## src/wpd_pkg.sv

```systemverilog
`default_nettype none
package wpd_pkg;

	localparam int MAX_FILL_DEF   = 62;
	localparam int INDEX_BITS_DEF = 24;
	localparam int FRAC_BITS_DEF  = 16;
	localparam int RES_W          = 17;
	localparam logic [RES_W-1:0] RES_RESET = 17'd655;

	typedef struct packed {
		logic signed [31:0] way_x;
		logic signed [31:0] way_y;
		logic               final_point;
	} wpd_in_t;

	typedef struct packed {
		logic signed [31:0] point_x;
		logic signed [31:0] point_y;
		logic               is_original;
		logic [23:0]        point_number;
		logic               fill_truncated;
		logic               run_last;
	} wpd_out_t;

	// Request and answer between the sequencer and the serial divider.
	typedef struct packed {
		logic        start;
		logic [82:0] num;
		logic [33:0] den;
	} wpd_div_req_t;

	typedef struct packed {
		logic        done;
		logic [82:0] quo;
	} wpd_div_rsp_t;

endpackage
`default_nettype wire

```

## src/wpd_div.sv

```systemverilog
`default_nettype none
// Restoring divider that retires one quotient bit a cycle.
module wpd_div (
	input  wire                    clk,
	input  wire                    arst_n,
	input  wpd_pkg::wpd_div_req_t  req,
	output wpd_pkg::wpd_div_rsp_t  rsp
);
	logic [82:0] num_q;
	logic [33:0] den_q;
	logic [33:0] rem_q;
	logic [6:0]  cnt_q;
	logic        busy_q;
	logic        done_q;
	logic [34:0] shifted;
	logic [35:0] diff;

	// One trial subtraction on the shifted partial remainder.
	always_comb begin
		shifted = {rem_q, num_q[82]};
		diff    = {1'b0, shifted} - {2'b00, den_q};
	end

	always_ff @(posedge clk or negedge arst_n) begin
		if (!arst_n) begin
			busy_q <= 1'b0;
			done_q <= 1'b0;
			cnt_q  <= '0;
		end else begin
			done_q <= 1'b0;
			if (req.start) begin
				busy_q <= 1'b1;
				cnt_q  <= 7'd83;
			end else if (busy_q) begin
				cnt_q <= cnt_q - 7'd1;
				if (cnt_q == 7'd1) begin
					busy_q <= 1'b0;
					done_q <= 1'b1;
				end
			end
		end
	end

	always_ff @(posedge clk) begin
		if (req.start) begin
			num_q <= req.num;
			den_q <= req.den;
			rem_q <= '0;
		end else if (busy_q) begin
			if (!diff[35]) begin
				rem_q <= diff[33:0];
				num_q <= {num_q[81:0], 1'b1};
			end else begin
				rem_q <= shifted[33:0];
				num_q <= {num_q[81:0], 1'b0};
			end
		end
	end

	assign rsp.done = done_q;
	assign rsp.quo  = num_q;
endmodule
`default_nettype wire

```

## config.mk

```make
export PLATFORM = sky130hd
export DESIGN_NAME = wpd_div
export DESIGN_NICKNAME = d
export VERILOG_FILES = /design/src/wpd_pkg.sv /design/src/wpd_div.sv
export SDC_FILE = /design/constraint.sdc
export NUM_CORES = 1
export LEC_CHECK = 0
export BUFFER_PORTS_ARGS = -buffer_cell sky130_fd_sc_hd__buf_2
export CAP_MARGIN = 20
export CORE_MARGIN = 5
export CORE_UTILIZATION = 54
export CTS_CLUSTER_DIAMETER = 80
export DETAILED_ROUTE_END_ITERATION = 10
export PLACE_DENSITY = 0.83
export SYNTH_ARGS = -nofsm -noshare
export SYNTH_HDL_FRONTEND = slang
export SYNTH_SLANG_ARGS = --single-unit
export TNS_END_PERCENT = 20
```

## constraint.sdc

```tcl
create_clock -name clk -period 3.15 [get_ports clk]
set_clock_uncertainty 0.1 [all_clocks]
set_input_delay 0.63 -clock clk [delete_from_list [all_inputs] [get_ports clk]]
set_output_delay 0.63 -clock clk [all_outputs]
set_load 0.02 [all_outputs]
```

==> results by group, run 1 <==
Outcome
  • Status: complete, no violations

Routing
  • DR vias/cell: 5.50
  • WL final: roughly 21000 um
  • First DRT Iteration DRCs: 443
  • TritonRoute pass-1 iters: 5
  • Wire per inst: 17.9 um
  • Vias: between 6k and 7k
  • DRC viols: 0
  • Routed Antenna Nets: 0

Clock tree
  • CTS sink cnt: 160
  • Post-CTS setup buffer count: 0
  • Root Driver: clkbuf_16
  • H-tree depth: 4
  • CTS clock-pin slew for the worst setup and hold paths: 0.06 ns
  • Maximum clock insertion buffer count: 2
  • CTS tree: yes
  • CTS Buf Count: 17
  • Clk Latency, worst-skew pair: 0.42 ns

Layout
  • Nets: ~1.1k
  • Fraction of layout cells with a size suffix above 1: a little under two fifths
  • Commonest non-fill, non-tap cell in the layout: buf_2
  • Layout area overhead: 23.9%
  • Final Non-Filler Cells: about 1.2k
  • Most frequent cells in the layout: buf_2, edfxtp_1, mux2_2, nor2_1, nand2_1

Setup path
  • Worst r2r path cells: 11
  • Critical path class: flip-flop to flip-flop
  • Worst Setup EP: rem_q[22]$_SDFFE_PP0P_
  • CP Launch Type: flip-flop
  • Reg2Reg Setup Slack: 0.19 ns
  • CP Data Required Time: between 3 and 4 ns
  • CP Launch Point: den_q[26]$_DFFE_PP_
  • Worst r2r src: den_q[26]$_DFFE_PP_
  • CP Capture Type: flip-flop
  • RR Endpoint: rem_q[22]$_SDFFE_PP0P_
  • Crit-path max FO: 13
  • Worst EP arrival: 3.18 ns

Global route
  • Global Route Usage Sum: 23.5%
  • Largest net degree at the start of global routing: 83
  • Total grt overflow: 0
  • First-pass GRT wire length: 33700 um
  • Initial antenna violation count: 0
  • Vias in the first global route: 6660

Floorplanning
  • Ports: 204
  • Die W: 135 um
  • Core ar.: about 15000 um2
  • Standard-cell rows: 45
  • Die Height: ~130 um
  • Initial Utilization: 55.2%
  • DIE AREA: approximately 18000 um2

Timing
  • Fmax: 0.338 GHz
  • Rel. slew slack: 61.3%
  • Actual slew at the worst max-slew pin: just under 0.6 ns
  • Tmin final: slightly below 3 ns
  • Final hold vios: 0
  • Setup TNS: 0 ns
  • RSZ-0062 raised after global routing: no
  • Final Setup Violations: 0
  • Final worst slack: 0.194 ns
  • Final period utilization: a little over nine tenths
  • Final Max Tran Viols: 0

Logic synthesis
  • Cells after Synth: ~740
  • Syn Std Cell Area: 8430 um2
  • Ys Warns: 0
  • #FFs+latches synth: between 150 and 200
  • Post-synth EDFFs: 117
  • Distinct cells, synth: 64
  • Synth Flop Type: edfxtp_1
  • Post-synthesis sequential area ratio: 52.4%
  • Ys async rst share: 5.63%
  • Synth Net Count: 896
  • Syn_area_per_cell: 11.4 um2

Power
  • Max rail drop VDD: 0.422 mV
  • Lkg Pwr: 0.00444 uW
  • PwrDens: between 500 and 600 nW/um2

Min path
  • Worst hold path type: input port to flip-flop

Placed design
  • PortBufs: ~200
  • DP Worst Slack: 0.231 ns
  • Cell count after placement: 1138
  • GP Congestion: between 0.8 and 0.9
  • Detailed placer's ending HPWL: 15600 um

Flow run
  • MaxCap Viol Count: 0
==> through the flow <==
stage | utilization [%] | hold WS [ns] | area, um2 | total power (uW)
after floorplan | - | 0.234 | 8430 | 3020
after global placement | 64.2 | 0.387 | 9790 | 3300
after detailed placement | 64.2 | 0.395 | 9790 | 3330
after CTS | 68.2 | 0.267 | 10400 | 5470
after global routing | 68.4 | 0.261 | 10400 | 5650
final | 68.4 | 0.282 | 10400 | 5450
==> worst max-delay path, cell delays in order (launching register included) <==
cell,delay [ns]
edfxtp_1,0.33
inv_1,0.04
ha_1,0.39
nand3_1,0.20
nor4_4,0.31
a22oi_2,0.09
and4b_1,0.25
a21oi_4,0.22
o21ai_2,0.13
buf_12,0.16
or3_1,0.36
a311oi_1,0.26
==> sequential cells by signal, indices dropped and copies added (netlist names) <==
name / cells
den_q: 34
cnt_q: 7
rem_q: 34
done_q: 1
busy_q: 1
num_q: 83
==> cell usage after synthesis, types with 3 or more instances <==
master	n	area, um2
xor2_1	8	70.1
inv_1	45	169
a21o_1	8	60.1
edfxtp_1	117	3510
o211ai_1	4	30.0
dfrtp_1	9	225
or2_2	4	25.0
xnor2_1	16	140
nand2_1	61	229
o21ai_0	22	110
nand2b_1	9	56.3
ha_1	36	450
clkbuf_1	22	82.6
nor3_1	13	65.1
o21a_1	4	30.0
and3_1	5	31.3
mux2i_1	11	110
a311oi_1	12	105
buf_1	3	11.3
o21bai_1	3	22.5
a211oi_1	24	180
nand4_1	4	25.0
a31oi_1	4	25.0
nand3b_1	9	67.6
buf_2	4	20.0
nor2_1	66	248
nand3_1	8	40.0
mux2_2	84	946
buf_4	5	37.5
a21oi_1	40	200
dfxtp_1	34	681
==> timing repair <==
| action | CTS | global route |
|---|---|---|
| hold buffers | 1 | 0 |
| endpoints found under the hold margin | 9 | 0 |
| setup endpoints to repair | 0 | 6 |
| gates resized for setup | 0 | 5 |
==> how the worst min path moves through the flow <==
stage,from,endpoint,slack (ns),depth (start not counted)
floorplan,arst_n,busy_q$_DFF_PN0_,0.23,0
global placement,arst_n,cnt_q[3]$_DFFE_PN0P_,0.39,1
detailed placement,arst_n,cnt_q[2]$_DFFE_PN0P_,0.39,1
CTS,req[7],den_q[7]$_DFFE_PP_,0.27,1
global route,req[5],den_q[5]$_DFFE_PP_,0.26,1
finish,req[7],den_q[7]$_DFFE_PP_,0.28,1
==> routing by layer <==
metal	part of all wire, %	GRT usage [%]	vias to the layer above
met5	0	0	-
met4	2.1	7.05	0
met3	8.6	9.20	33
met2	50	39.9	220
met1	40	27.6	3061
li1	-	-	3127
==> cell type report <==
type	count	area, um2
inverters	45	169
diodes	1	2.50
well taps	211	264
fillers	1144	4820
clock buffers	19	433
clock inverters	13	179
flip-flops and latches	160	4420
repair buffers	226	1280
multi-input cells	497	3690
==> power by group <==
group | switching [uW] | internal, uW
combinational | 434 | 329
sequential | 83.9 | 2440
clock | 886 | 1270
total | 1400 | 4040
==> cells by family (layout without fill, tap and decap cells) <==
kind of cell | Yosys count | count (layout) | synth area share [%]
simple gates | 194 | 194 | 11.0
other cells | 0 | 1 | 0
flops | 160 | 160 | 52.4
xor+xnor | 24 | 24 | 2.49
fa+ha+maj | 37 | 37 | 5.58
mux | 96 | 96 | 12.7
compound gates | 146 | 146 | 11.7
buf+inv | 82 | 303 | 4.13
(Power assumes the default switching activity.)
==> run 2: changes to the inputs <==
CTS_CLUSTER_DIAMETER = 200   (was 80)
MAX_ROUTING_LAYER = met4   (was unset)
==> results by group, run 2 (same netlist as run 1, synthesis figures left out) <==
Timing
  • RSZ-0062 raised after global routing: no
  • Final worst slack: 0.239 ns
  • Tmin final: around 2.9 ns
  • Final Setup Violations: 0
  • Final Max Tran Viols: 0
  • Actual slew at the worst max-slew pin: 0.543 ns
  • Rel. slew slack: around 64%
  • Fmax: 0.344 GHz
  • Setup TNS: 0 ns
  • Final hold vios: 0
  • Final period utilization: 92.4%

Global route
  • GRT busiest layer: met2
  • First-pass GRT wire length: 33600 um
  • Met1 usage in global routing: 28.2%
  • Met2 Usage GRT: 40.8%
  • Largest net degree at the start of global routing: between 80 and 90
  • Vias in the first global route: 6714
  • Total grt overflow: 0
  • Global Route Usage Sum: 24.1%
  • Initial antenna violation count: 4
  • Met3 usage in global routing: 7.49%

Clock tree
  • CTS sink cnt: 160
  • CTS tree: yes
  • CTS Buf Count: 17
  • Maximum clock insertion buffer count: 2
  • Root Driver: clkbuf_16
  • CTS clock-pin slew for the worst setup and hold paths: ~0.07 ns
  • H-tree depth: 4
  • Clk Latency, worst-skew pair: 0.43 ns

Outcome
  • Status: complete, no violations

Placed design
  • GP Congestion: 0.926
  • Detailed placer's ending HPWL: between 15000 and 20000 um
  • PortBufs: 203
  • DP Worst Slack: 0.144 ns

Routing
  • Wire per inst: 17.8 um
  • TritonRoute pass-1 iters: 5
  • WL final: 20900 um
  • Vias: between 6k and 7k
  • First DRT Iteration DRCs: approximately 420
  • Routed Antenna Nets: 0
  • DR vias/cell: 5.48
  • DRC viols: 0

Power
  • Internal power: approximately 3900 uW
  • Logic pwr share: 14.2%
  • Lkg Pwr: 0.00444 uW
  • PwrDens: 515 nW/um2
  • Share of total power in the clock network: 38.8%
  • Flop pwr share: a little under half
  • Psw: 1470 uW
  • Max rail drop VDD: 0.486 mV
  • Sw frac: a little over a quarter

Layout
  • Largest reg by FF count: num_q
  • Layout area overhead: 23.8%
  • Max reg flops: 83
  • Largest registers: num_q x83, den_q x34, rem_q x34
  • Commonest non-fill, non-tap cell in the layout: buf_2
  • Filler instances: 1143
  • Most frequent cells in the layout: buf_2, edfxtp_1, mux2_2, nor2_1, nand2_1
  • Nets: between 1k and 1.5k
  • Fraction of layout cells with a size suffix above 1: 37.7%

Floorplanning
  • Ports: around 200
  • Core ar.: 15300 um2
  • Die Height: 135 um
  • Initial Utilization: 55.2%
  • Die W: approximately 130 um
  • DIE AREA: 18200 um2
  • Standard-cell rows: 45

Setup path
  • Worst EP arrival: 3.13 ns
  • Worst r2r src: den_q[14]$_DFFE_PP_
  • Critical path class: flip-flop to flip-flop
  • RR Endpoint: rem_q[33]$_SDFFE_PP0P_
  • Worst-path cell chain: inv_1 -> ha_1 -> a21oi_1 -> o21ai_0 -> a22oi_2 -> and4b_1 -> a21oi_4 -> o31a_1 -> mux2_4 -> a2111oi_2
  • CP Launch Type: flip-flop
  • Critical Path Max Stage Delay: 0.37 ns
  • Worst r2r path cells: 10
  • CP Data Required Time: around 3.4 ns
  • Crit-path max FO: 6
  • Reg2Reg Setup Slack: 0.24 ns
  • Slowest-stage cell, CP: ha_1
  • CP Capture Type: flip-flop

Min path
  • Worst Hold End: den_q[9]$_DFFE_PP_
  • Hold Crit Start: req[9]
  • Hold Path Cell Cnt: 1
  • Worst hold path type: input port to flip-flop

Flow run
  • MaxCap Viol Count: 0
==> run 2: changes by cell type in the layout (fill, tap and decap cells not counted), sizes merged <==
cell and delta:
inv +1, bufinv -2, diode +4, clkinv +4, clkinvlp -1, buf +2
clkbuf -2
==> run 2: stage by stage <==
step	hold slack [ns]	power (uW)	utilization, %	cell area, um2	std cells
after floorplan	0.234	3020	-	8430	739
after global placement	0.387	3300	64.2	9790	1140
after detailed placement	0.392	3320	64.2	9790	1140
after CTS	0.250	5410	68.2	10400	1173
after global routing	0.253	5590	68.4	10400	1177
final	0.269	5370	68.4	10400	1178
==> run 2: cell type report <==
| class | count | area, um2 | share of cell area, % |
|---|---|---|---|
| sequential | 160 | 4420 | 42.4 |
| multi-input combinational | 497 | 3680 | 35.3 |
| timing repair buffer | 228 | 1290 | 12.3 |
| clock buffer | 17 | 425 | 4.08 |
| tap | 211 | 264 | 2.53 |
| clock inverter | 15 | 175 | 1.68 |
| inverter | 45 | 169 | 1.62 |
| antenna | 5 | 12.5 | 0.120 |
==> run 2: power groups by stage <==
stage	Clock [uW]	Sequential [uW]	Combinational, uW
floorplan	0	2700	326
global placement	0	2560	741
detailed placement	0	2570	758
CTS	2120	2530	765
global route	2220	2540	827
finish	2080	2530	765
==> run 2: worst max-delay path by stage <==
stage	startpoint	to	slack [ns]	cells past startpoint
after CTS	den_q[16]$_DFFE_PP_	rem_q[22]$_SDFFE_PP0P_	0.12	11
after detailed placement	den_q[16]$_DFFE_PP_	rem_q[22]$_SDFFE_PP0P_	0.14	11
after floorplan	num_q[82]$_DFFE_PP_	rem_q[22]$_SDFFE_PP0P_	0.29	10
after global routing	den_q[14]$_DFFE_PP_	rem_q[33]$_SDFFE_PP0P_	0.03	10
after global placement	den_q[14]$_DFFE_PP_	rem_q[33]$_SDFFE_PP0P_	0.26	10
final	den_q[14]$_DFFE_PP_	rem_q[33]$_SDFFE_PP0P_	0.24	10
==> run 2: layer usage <==
| layer | share of wire [%] | vias to the layer above |
|---|---|---|
| li1 | - | 3151 |
| met1 | 41 | 3077 |
| met2 | 51 | 207 |
| met3 | 7.1 | 19 |
| met4 | 1.3 | 0 |
| met5 | 0 | - |
==> run 2: repair_timing <==
item | 4_1_cts | 5_1_grt
endpoints found under the hold margin | 9 | 0
endpoints found under the setup margin | 0 | 6
hold buffers | 1 | 0
resized for setup | 0 | 5
setup buffers | 0 | 0
==> run 2: worst max-delay path, delay by kind of cell, from the launching register on <==
family          cells  cell delay, ns
flops               1            0.32
compound gates      6            1.39
simple gates        1            0.27
buf+inv             1            0.04
mux                 1            0.31
fa+ha+maj           1            0.37
